==> config.mk <==
export PLATFORM = sky130hd
export DESIGN_NAME = smd_cell
export DESIGN_NICKNAME = d
export VERILOG_FILES = /design/src/rtl/smd_pkg.sv /design/src/rtl/smd_cell.sv
export SDC_FILE = /design/constraint.sdc
export NUM_CORES = 1
export LEC_CHECK = 0
export BUFFER_PORTS_ARGS = -buffer_cell sky130_fd_sc_hd__buf_2
export CAP_MARGIN = 20
export CORE_AREA = 2 2 234 236
export DETAILED_ROUTE_END_ITERATION = 12
export DIE_AREA = 0 0 236 238
export GPL_TIMING_DRIVEN = 1
export SLEW_MARGIN = 20
export SYNTH_ARGS = -nofsm -noshare
export SYNTH_HDL_FRONTEND = slang
export SYNTH_SLANG_ARGS = --single-unit
==> constraint.sdc <==
create_clock -name clk -period 3.3 [get_ports clk]
set_input_delay 0.165 -clock clk [delete_from_list [all_inputs] [get_ports clk]]
set_output_delay 0.165 -clock clk [all_outputs]
set_load 0.05 [all_outputs]
==> src/rtl/smd_pkg.sv <==
package smd_pkg;

  // Fixed-point format of all spectral parts
  localparam int FRAC_BITS = 16;

  // Divider cells: one integer quotient bit plus the fraction bits
  localparam int NCELL = FRAC_BITS + 1;
  localparam int QW    = FRAC_BITS + 1;
  localparam int DEN_W = 64;
  localparam int REM_W = DEN_W + 1;

  // Front pipeline depth and total start-to-strobe latency
  localparam int FRONT_STAGES = 4;
  localparam int LATENCY      = FRONT_STAGES + NCELL + 1;

  // Quotient limit 1.00001 as squares: anorm*1e10 > den*(1e10 + 200001)
  localparam logic [33:0] CLAMP_DEN  = 34'd10000000000;
  localparam logic [17:0] CLAMP_EXCS = 18'd200001;

  // Configuration register indexes
  localparam logic [1:0] CFG_MODE  = 2'd0;
  localparam logic [1:0] CFG_FLOOR = 2'd1;

  // Per-item control that rides along the divider chain
  typedef struct packed {
    logic        valid;
    logic        divide;
    logic        last;
    logic        too_small;
    logic        clamped;
    logic        sat;
    logic        neg_re;
    logic        neg_im;
    logic [31:0] mul_re;
    logic [31:0] mul_im;
  } smd_tag_t;

  // One beat moving from cell to cell
  typedef struct packed {
    smd_tag_t          tag;
    logic [REM_W-1:0]  rem_re;
    logic [REM_W-1:0]  rem_im;
    logic [DEN_W-1:0]  den;
    logic [QW-1:0]     q_re;
    logic [QW-1:0]     q_im;
  } smd_div_t;

  // Sign and magnitude to 32-bit two's complement, saturating; {sat, value}
  function automatic logic [32:0] smd_pack(logic neg, logic [63:0] m);
    logic [31:0] v;
    logic        s;
    s = 1'b0;
    if (!neg) begin
      if (m > 64'h7FFF_FFFF) begin
        s = 1'b1;
        v = 32'h7FFF_FFFF;
      end else begin
        v = m[31:0];
      end
    end else begin
      if (m > 64'h8000_0000) begin
        s = 1'b1;
        v = 32'h8000_0000;
      end else begin
        v = 32'(~m[31:0] + 32'd1);
      end
    end
    return {s, v};
  endfunction

endpackage

==> src/rtl/smd_cell.sv <==
module smd_cell import smd_pkg::*; (
  input  logic     clk,
  input  logic     rst_n,
  input  smd_div_t d_i,
  output smd_div_t d_o
);

  // One restoring step per component: subtract if it fits, shift remainder
  logic [REM_W-1:0] den_x, r_re, r_im;
  logic             ge_re, ge_im;
  smd_div_t         d_nxt, d_r;

  always_comb begin
    den_x = REM_W'(d_i.den);
    ge_re = d_i.rem_re >= den_x;
    ge_im = d_i.rem_im >= den_x;
    r_re  = ge_re ? d_i.rem_re - den_x : d_i.rem_re;
    r_im  = ge_im ? d_i.rem_im - den_x : d_i.rem_im;
    d_nxt        = d_i;
    d_nxt.rem_re = {r_re[REM_W-2:0], 1'b0};
    d_nxt.rem_im = {r_im[REM_W-2:0], 1'b0};
    d_nxt.q_re   = {d_i.q_re[QW-2:0], ge_re};
    d_nxt.q_im   = {d_i.q_im[QW-2:0], ge_im};
  end

  always_ff @(posedge clk) begin
    if (!rst_n) begin
      d_r <= '0;
    end else begin
      d_r <= d_nxt;
    end
  end

  assign d_o = d_r;

endmodule
==> flow_metrics.env, run 1 <==
export IMPL_status="finished clean"
export IMPL_path_clk_slew_ns=0.06
export IMPL_worst_pin_slew_ns=1.05
export IMPL_drt_total_wl_mm=84.5
export IMPL_area_growth_syn_to_layout_pct=60.6
export IMPL_numCtsBuffers=35
export IMPL_synth_top_family_by_area="compound AO/OA/AOI/OAI gates"
export IMPL_ir_worst_vdd_mv=0.358
export IMPL_antenna_found_initial=10
export IMPL_grt_max_degree=135
export IMPL_dp_hpwl_mm=65.7
export IMPL_postSynthCellCount=2123
export IMPL_vias=20100
export IMPL_critPathTopFamily="simple AND/OR/NAND/NOR gates"
export IMPL_route_met2_wl_mm=41.2
export IMPL_drv_cap=0
export IMPL_coreArea_sq_mm=0.0535
export IMPL_arrival_ns=3.74
export IMPL_initial_utilization_pct=31.5
export IMPL_fmax_mhz=306
export IMPL_fp_row_count=85
export IMPL_synth_ff_type="dfxtp_1"
export IMPL_ys_async_sr_fraction_pct=0
export IMPL_largest_reg_flops=298
export IMPL_cts_tree="yes"
export IMPL_fin_crit_ns=3.27
export IMPL_ys_warn_count=0
export IMPL_clock_sinks=298
export IMPL_post_route_period_util_pct=99.0
export IMPL_crit_chain="dlygate4sd3_1, buf_2, inv_1, ha_1, nand4_1, or2_4, nor2_1, o21ai_0, nor2b_1, a2111o_1, o2111a_1, or2_2, buf_6, or3_4, a21oi_2"
export IMPL_synth_area_per_cell_sq_um=7.93
export IMPL_viasPerCell=5.06
export IMPL_die_y_microns=238
export IMPL_cp_slowest_cell="dlygate4sd3_1"
export IMPL_synth_compound_area_share_pct=22.5
export IMPL_crit_path_max_incr_delay_ns=0.53
export IMPL_gr_total_overflow=0
export IMPL_drt_first_pass_iters=5
export IMPL_finalSetupViolations=0
export IMPL_power_leakage_nw=13.4
export IMPL_place_inst=3636
export IMPL_synthAdderAreaFrac_pct=9.75
export IMPL_drtIter0Drc=1201
export IMPL_whs_ns=0.0222
export IMPL_synth_distinct_cells=83
export IMPL_synth_edff_count=0
export IMPL_worstPathMaxFanout=6
export IMPL_synth_top_area_cell="dfxtp_1"
export IMPL_nets=3679
export IMPL_muxShareOfSynthArea_pct=0.178
export IMPL_nFillCells=5087
export IMPL_cellPowerDensity_mw_per_mm2=491
export IMPL_drc=0
export IMPL_cts_root_buf="clkbuf_16"
export IMPL_portBuffers=597
export IMPL_dr_max_layer_used="met5"
export IMPL_grt_pass1_wl_mm=123
export IMPL_slew_headroom_pct=30.0
export IMPL_ys_ff_latch=298
export IMPL_wl_met1_mm=33.1
export IMPL_rsz0062_at_grt="yes"
export IMPL_synth_top_area_share_pct=35.4
export IMPL_grtUsageTotal_pct=28.6
export IMPL_synth_xor_area_share_pct=4.89
export IMPL_crit_type="in -> reg"
export IMPL_end_kind="flop"
export IMPL_synthMostInstantiatedCell="dfxtp_1"
export IMPL_total_power_w=0.0133
export IMPL_met3WireLength_mm=5.05
export IMPL_grt_pass1_vias=20700
export IMPL_cp_start_kind="input pin"
export IMPL_syn_area_sq_mm=0.0168
export IMPL_wl_per_cell_microns=21.3
export IMPL_dieWidth_microns=236
export IMPL_gp_congestion=0.926
export IMPL_critPathBufInv=4
export IMPL_hold_viol=0
export IMPL_htree_levels=2
export IMPL_antenna_left=0
export IMPL_synthTopCellsByCount="dfxtp_1 (298), nand2_1 (281), a21oi_1 (244), nor2_1 (165), ha_1 (128)"
export IMPL_cp_required_ns=3.77
export IMPL_layout_drive_gt1_share_pct=32.2
export IMPL_dieArea_sq_mm=0.0562
export IMPL_ys_seq_area_share_pct=35.4
export IMPL_finalNonFillerCells=3972
export IMPL_synthSimpleGateAreaFrac_pct=22.3
export IMPL_clk_path_buf_depth=3
export IMPL_slew_violations=0
export IMPL_ios=602
export IMPL_hp_class="in -> reg"
export IMPL_ys_top_cells_by_area="dfxtp_1 (35%), ha_1 (9.5%), a21oi_1 (7.3%), nand2_1 (6.3%), and2_1 (4.2%)"
## report_power, final
| group | internal (W) | total (W) | switching (W) |
|---|---|---|---|
| clock | 0.00257 | 0.00421 | 0.00164 |
| sequential | 0.00392 | 0.00405 | 0.000123 |
| combinational | 0.00185 | 0.00502 | 0.00317 |
| total | 0.00834 | 0.0133 | 0.00494 |
## cell families (layout without fill, tap and decap cells)
kind of cell | Yosys count | after routing
AOI/OAI and AO/OA | 596 | 596
adders and majority gates | 130 | 130
DFF | 298 | 298
muxes | 3 | 3
and+or+nand+nor | 791 | 791
xor gates and xnor gates | 94 | 94
buffers and inverters | 210 | 1356
other | 1 | 8
## final cells by class
type	count	area [sq um]	area share [%]
repair buffers	1189	8230	30.5
inverters	107	409	1.51
flip-flops and latches	298	5970	22.1
diodes	6	15.0	0.0555
well taps	696	871	3.22
multi-input cells	1616	10300	38.1
clock buffers	47	981	3.63
clock inverters	13	246	0.912
## routing by layer
metal / vias up / track usage (%)
met2: 785 / 51.1
met3: 192 / 5.17
met1: 9470 / 32.2
met5: - / 0.433
li1: 9660 / -
met4: 4 / 16.0
## tightest hold or removal path, stage by stage
cell,delay [ns]
buf_2,0.08
inv_1,0.05
buf_4,0.15
nor2_1,0.09
## placed cells by master (no fill, tap or decap), types with 6 or more instances in the layout
cell type / n
o211ai_1: 11
o31ai_1: 8
o21bai_1: 31
clkbuf_1: 6
and2_1: 114
dlygate4sd3_1: 268
o31a_1: 7
xnor2_1: 57
nor2b_1: 16
nor3_1: 38
inv_1: 106
bufinv_16: 6
or2_2: 8
clkbuf_16: 35
and3_1: 21
clkbuf_8: 6
ha_1: 122
a21oi_1: 241
nand2b_1: 11
xor2_1: 37
o21ai_1: 8
o21a_1: 17
a31oi_1: 13
dfxtp_1: 298
nand4_1: 36
nor2_1: 163
a21o_1: 78
o21ai_0: 74
or3_1: 10
nand2_1: 280
buf_4: 314
a211oi_2: 9
a211oi_1: 20
diode_2: 6
nand3_1: 51
buf_2: 595
buf_12: 9
## metrics by stage
step	cell area [sq um]	worst slack (ns)	utilization, %	TNS, ns
floorplan	16800	0.349	-	0
global placement	22800	-0.553	42.6	-13.55
detailed placement	22800	-0.570	42.6	-20.03
CTS	26700	0.00323	49.9	0
global route	27000	-0.0683	50.5	-0.366
finish	27000	0.0345	50.5	0
## repair_timing
item                       in CTS  in global routing
resized for setup               1                 59
buffers inserted                0                  3
pin swaps                       0                  6
setup endpoints to repair       1                 99
hold endpoints to repair      268                  1
hold buffers                  267                  1
## path summary, 6_finish.rpt
kind,from,to,slack (ns),depth (start not counted)
max,d_i[72],d_o[150],0.03,15
min,d_i[60],d_o[60],0.02,4
Note: power is estimated with default switching activity, not from simulation.
==> run 2: changes to the inputs <==
Settings changed: ABC_AREA set to 1, CORE_AREA 2 2 234 236 to 2 2 233 235, DIE_AREA 0 0 236 238 to 0 0 235 237, PLACE_DENSITY set to 0.67.
==> run 2 against run 1 <==
  * Combinational power increased by 4.6%
  * Largest power group unchanged
  * Setup slack improved by 0.24 ns
  * Worst hold slack got worse by 0.020 ns
  * Wire length increased by 26%
  * Non-clock buffer count decreased by 248
==> flow_metrics.env, run 2 <==
export IMPL_cp_required_ns=3.74
export IMPL_dieArea_sq_mm=0.0557
export IMPL_slew_violations=0
export IMPL_final_cell_mix="nand2_1 (1605), inv_1 (954), buf_2 (596)"
export IMPL_vias=27400
export IMPL_gp_congestion=1.01
export IMPL_synth_area_per_cell_sq_um=5.67
export IMPL_synthTopCellsByCount="nand2_1 (1605), inv_1 (954), nor2_1 (433), dfxtp_1 (298), ha_1 (128)"
export IMPL_clk_path_buf_depth=3
export IMPL_largest_reg_flops=298
export IMPL_p_switching_w=0.00541
export IMPL_grt_max_degree=103
export IMPL_post_route_period_util_pct=91.7
export IMPL_hp_class="in -> reg"
export IMPL_die_y_microns=237
export IMPL_seqCellArea_sq_mm=0.00597
export IMPL_p_clk_share_pct=29.8
export IMPL_cts_root_buf="clkbuf_16"
export IMPL_grtUsageTotal_pct=36.6
export IMPL_drv_cap=0
export IMPL_gr_total_overflow=0
export IMPL_crit_chain="dlygate4sd3_1, buf_2, inv_1, ha_1, nand2_1, nor2_1, nand2_1, nor2_1, nand3_1, nor2_1, nor2_1, nand3_2, inv_2, buf_12, nand2_1, buf_4, nand2_1, nand2_1, nor2_1"
export IMPL_crit_type="in -> reg"
export IMPL_synth_distinct_cells=41
export IMPL_share_comb_of_total_power_pct=39.8
export IMPL_nFillCells=5421
export IMPL_worst_pin_slew_ns=0.821
export IMPL_critPathBufInv=6
export IMPL_hold_depth=4
export IMPL_drt_first_pass_iters=8
export IMPL_dieWidth_microns=235
export IMPL_slew_headroom_pct=45.1
export IMPL_htree_levels=2
export IMPL_ir_worst_vdd_mv=0.439
export IMPL_coreArea_sq_mm=0.0533
export IMPL_cellPowerDensity_mw_per_mm2=427
export IMPL_hold_viol=0
export IMPL_synth_top_area_cell="nand2_1"
export IMPL_area_growth_syn_to_layout_pct=34.7
export IMPL_wl_per_cell_microns=18.8
export IMPL_grt_pass1_vias=26100
export IMPL_status="finished clean"
export IMPL_hold_end="d_o[115]"
export IMPL_syn_area_sq_mm=0.0229
export IMPL_cp_start_kind="input pin"
export IMPL_fp_row_count=85
export IMPL_antenna_left=0
export IMPL_synthMostInstantiatedCell="nand2_1"
export IMPL_fmax_mhz=330
export IMPL_post_place_ws_ns=-0.0428
export IMPL_grt_pass1_wl_mm=155
export IMPL_worstPathMaxFanout=33
export IMPL_fin_crit_ns=3.03
export IMPL_viasPerCell=4.82
export IMPL_nets=5384
export IMPL_drtIter0Drc=2449
export IMPL_arrival_ns=3.47
export IMPL_drc=0
export IMPL_path_clk_slew_ns=0.06
export IMPL_antenna_found_initial=9
export IMPL_multi_input_area_sq_mm=0.0129
export IMPL_power_leakage_nw=19.7
export IMPL_drt_total_wl_mm=107
export IMPL_critPathTopFamily="simple AND/OR/NAND/NOR gates"
export IMPL_synth_edff_count=0
export IMPL_total_power_w=0.0132
export IMPL_rsz0062_at_grt="no"
export IMPL_synth_top_area_share_pct=26.3
export IMPL_initial_utilization_pct=43.0
export IMPL_clock_sinks=298
export IMPL_synth_ff_type="dfxtp_1"
export IMPL_end_kind="flop"
export IMPL_postSynthCellCount=4045
export IMPL_ys_warn_count=0
export IMPL_ys_seq_area_share_pct=26.0
export IMPL_ios=602
export IMPL_p_int_w=0.00778
export IMPL_cp_slowest_cell="dlygate4sd3_1"
export IMPL_ys_top_cells_by_area="nand2_1 (26%), dfxtp_1 (26%), inv_1 (16%), nor2_1 (7.1%), ha_1 (7.0%)"
export IMPL_dp_hpwl_mm=86.1
export IMPL_ys_ff_latch=298
export IMPL_crit_path_max_incr_delay_ns=0.54
export IMPL_cts_tree="yes"
export IMPL_hp_start="d_i[114]"
export IMPL_portBuffers=597
export IMPL_setup_ws_ns=0.274
export IMPL_layout_drive_gt1_share_pct=17.2
export IMPL_seq_power_share_pct=30.4
export IMPL_ys_async_sr_fraction_pct=0
export IMPL_numCtsBuffers=34
export IMPL_power_switching_share_pct=41.0
export IMPL_finalSetupViolations=0
export IMPL_mostFrequentLayoutCell="nand2_1"
run 2: cell types whose count changed after synthesis, sizes merged, moves of 30 or more:
cell,before,now
a211oi,30,0
a21o,79,1
a21oi,245,84
and2,115,8
clkbuf,77,24
inv,107,968
nand2,282,1625
nand3,54,152
nand3b,1,90
nor2,166,482
o21ai,85,11
o21bai,31,0
xnor2,57,2
run 2: metal layers:
metal | vias to the layer above | part of all wire [%] | GRT usage (%)
met3 | 235 | 8.5 | 5.95
met4 | 4 | 4.7 | 16.4
met2 | 1300 | 44 | 58.0
met1 | 12300 | 43 | 49.0
met5 | - | 0.025 | 0
li1 | 13600 | - | -
run 2: kinds of logic (layout without fill, tap and decap cells):
| kind of cell | after synthesis | after routing | synth area share, % |
|---|---|---|---|
| flip-flops | 298 | 298 | 26.0 |
| AO/OA/AOI/OAI | 96 | 96 | 2.16 |
| adder cells (fa/ha/maj) | 130 | 130 | 7.16 |
| other | 1 | 10 | 0.0164 |
| AND/OR/NAND/NOR | 2417 | 2419 | 44.5 |
| XOR/XNOR | 62 | 62 | 2.37 |
| buffers and inverters | 1041 | 1970 | 17.8 |
run 2: how the worst max path moves through the flow:
stage	start	endpoint	cells past startpoint
after floorplan	d_i[90]	d_o[215]	15
after detailed placement	d_i[90]	d_o[214]	15
after global routing	d_i[84]	d_o[146]	19
after CTS	d_i[94]	d_o[173]	14
final	d_i[84]	d_o[146]	19
after global placement	d_i[90]	d_o[226]	15
run 2: tightest hold or removal path: cells and delay by family:
| kind | cells | cell delay [ns] |
|---|---|---|
| AND/OR/NAND/NOR | 3 | 0.23 |
| buffers and inverters | 1 | 0.12 |
run 2: through the flow:
step	cell area, sq um	std cells	hold slack (ns)	util [%]	TNS [ns]
detailed placement	27000	5345	0.349	50.7	-0.685
finish	30900	5681	0.00168	58.0	0
floorplan	22900	4046	0.258	-	0
global route	30900	5679	0.0163	57.9	0
CTS	30800	5671	0.00148	57.9	0
global placement	27000	5345	0.345	50.7	0
run 2: timing repair:
item / CTS / global route
endpoints found under the hold margin: 265 / 0
hold buffers: 265 / 0
buffers inserted: 0 / 0
setup endpoints to repair: 0 / 53
resized for setup: 0 / 1
run 2: cell type report:
class | count | share of cell area, %
repair buffers | 941 | 20.4
multi-input cells | 2709 | 41.8
clock inverters | 11 | 0.438
flip-flops and latches | 298 | 19.3
well taps | 696 | 2.82
diodes | 8 | 0.0648
inverters | 968 | 11.8
clock buffers | 50 | 3.31
run 2: power by group through the flow:
| stage | clock network (W) | logic [W] | registers, W |
|---|---|---|---|
| 6_report | 0.00393 | 0.00525 | 0.00401 |
| 3_3_place_gp | 0 | 0.00487 | 0.00407 |
| 5_1_grt | 0.00412 | 0.00563 | 0.00403 |
| 3_5_place_dp | 0 | 0.00486 | 0.00408 |
| 4_1_cts | 0.00396 | 0.00514 | 0.00400 |
| 2_1_floorplan | 0 | 0.00220 | 0.00519 |
==> run 3: changes to the inputs <==
==> constraint.sdc (replaced) <==
create_clock -name clk -period 3.3 [get_ports clk]
set_input_delay 0.66 -clock clk [delete_from_list [all_inputs] [get_ports clk]]
set_output_delay 0.66 -clock clk [all_outputs]
set_load 0.05 [all_outputs]
==> run 3 against run 2 <==
  * Cell area is 8.8% lower
  * Clock-buffer cell count is 1 lower
  * Worst hold slack better by 0.29 ns
  * Clock power is 3% lower
  * Fmax is 12% higher
  * Highest routed layer is now met4
  * First-iteration DRC count is 3.8% lower
  * Wire length is 7.8% lower
  * Largest power group unchanged
  * Utilization is 5.1 points lower
  * Power is 3.5% lower
==> flow_metrics.env, run 3 (synthesis gave the netlist of run 2 again) <==
export IMPL_cts_root_buf="clkbuf_16"
export IMPL_fmax_mhz=369
export IMPL_arrival_ns=3.15
export IMPL_largest_reg_flops=298
export IMPL_grtUsageTotal_pct=34.0
export IMPL_tns_ns=0
export IMPL_grt_pass1_wl_mm=142
export IMPL_dieArea_sq_mm=0.0557
export IMPL_rsz0062_at_grt="no"
export IMPL_end_kind="flop"
export IMPL_slew_violations=0
export IMPL_grt_max_degree=105
export IMPL_gp_congestion=1.05
export IMPL_multi_input_area_sq_mm=0.0129
export IMPL_worstPathMaxFanout=12
export IMPL_drt_total_wl_mm=98.3
export IMPL_gr_total_overflow=0
export IMPL_htree_levels=2
export IMPL_cts_tree="yes"
export IMPL_slew_headroom_pct=67.1
export IMPL_clock_sinks=298
export IMPL_initial_utilization_pct=43.0
export IMPL_place_inst=5333
export IMPL_area_growth_syn_to_layout_pct=22.8
export IMPL_post_route_period_util_pct=82.2
export IMPL_clk_path_buf_depth=3
export IMPL_final_cell_mix="nand2_1 (1605), inv_1 (954), buf_2 (596)"
export IMPL_worst_pin_slew_ns=0.490
export IMPL_ir_worst_vdd_mv=0.366
export IMPL_cts_resized_gates=0
export IMPL_power_leakage_nw=18.5
export IMPL_mostFrequentLayoutCell="nand2_1"
export IMPL_hp_class="in -> reg"
export IMPL_fp_row_count=85
export IMPL_dp_hpwl_mm=84.6
export IMPL_nets=5105
export IMPL_vias=25800
export IMPL_seqCellArea_sq_mm=0.00597
export IMPL_crit_type="in -> reg"
export IMPL_coreArea_sq_mm=0.0533
export IMPL_status="finished clean"
export IMPL_nFillCells=5755
export IMPL_cp_required_ns=3.74
export IMPL_fin_crit_ns=2.71
export IMPL_wl_per_cell_microns=18.2
export IMPL_ios=602
export IMPL_finalSetupViolations=0
export IMPL_cellPowerDensity_mw_per_mm2=452
export IMPL_antenna_found_initial=6
export IMPL_antenna_left=0
export IMPL_hold_depth=3
export IMPL_finalNonFillerCells=5397
export IMPL_total_power_w=0.0127
export IMPL_drtIter0Drc=2357
export IMPL_grt_pass1_vias=23500
export IMPL_dieWidth_microns=235
export IMPL_postCtsHoldBufs=0
export IMPL_cp_start_kind="input pin"
export IMPL_hold_viol=0
export IMPL_drt_first_pass_iters=6
export IMPL_drv_cap=0
export IMPL_layout_drive_gt1_share_pct=17.9
export IMPL_cts_setup_buffers=0
export IMPL_numCtsBuffers=34
export IMPL_viasPerCell=4.78
export IMPL_die_y_microns=237
export IMPL_portBuffers=597
export IMPL_drc=0
export IMPL_path_clk_slew_ns=0.06
[run 3: cell types whose count changed in the layout (fill, tap and decap cells not counted)]
| cell | previous run | this run |
|---|---|---|
| buf_12 | 5 | 13 |
| buf_4 | 74 | 54 |
| bufinv_16 | 2 | 1 |
| clkbuf_8 | 9 | 8 |
| clkinv_2 | 4 | 5 |
| clkinv_8 | 2 | 0 |
| clkinvlp_4 | 3 | 2 |
| diode_2 | 8 | 4 |
| dlygate4sd3_1 | 265 | 0 |
| inv_16 | 0 | 1 |
| inv_6 | 0 | 3 |
| inv_8 | 1 | 0 |
| nor2_4 | 14 | 12 |
[run 3: path summary, 6_finish.rpt]
check / endpoint / startpoint / slack [ns]
setup / recovery: d_o[186] / d_i[68] / 0.59
hold / removal: d_o[233] / d_i[233] / 0.29
[run 3: through the flow]
step	utilization, %	setup WS, ns	area [sq um]	hold slack [ns]
floorplan	-	0.901	22900	0.753
global placement	50.7	0.167	27000	0.840
detailed placement	50.7	0.134	27000	0.843
CTS	52.8	0.701	28100	0.258
global route	52.8	0.419	28200	0.273
finish	52.8	0.587	28200	0.287
[run 3: final cells by class]
cell class	instances	area share, %
Tap cell	696	3.09
Sequential cell	298	21.2
Clock inverter	11	0.382
Antenna cell	4	0.0355
Clock buffer	49	3.58
Multi-Input combinational cell	2707	45.8
Timing Repair Buffer	664	13.0
Inverter	968	12.9
[run 3: critical path, stage by stage]
cell and delay, ns:
buf_2 0.15, inv_1 0.13, ha_1 0.38, nand2_1 0.16, nor2_1 0.30, nand2_1 0.15
nor2_1 0.17, nand2_1 0.09, nor2_1 0.20, nor2_1 0.07, inv_2 0.09, nor2_8 0.07
nand2_8 0.10, inv_6 0.06, buf_4 0.17, nor2_1 0.12, nor2_1 0.06
[run 3: power by group]
part / switching (W) / total, W / internal (W)
Clock: 0.00160 / 0.00382 / 0.00222
Sequential: 0.0000873 / 0.00400 / 0.00391
Combinational: 0.00356 / 0.00492 / 0.00136
Total: 0.00524 / 0.0127 / 0.00749
[run 3: routing by layer]
| metal | GRT usage (%) | vias up | share of wire (%) |
|---|---|---|---|
| li1 | - | 13000 | - |
| met1 | 46.4 | 11500 | 43 |
| met2 | 54.4 | 1085 | 44 |
| met3 | 5.25 | 166 | 8.5 |
| met4 | 11.6 | 0 | 3.6 |
| met5 | 0 | - | 0 |
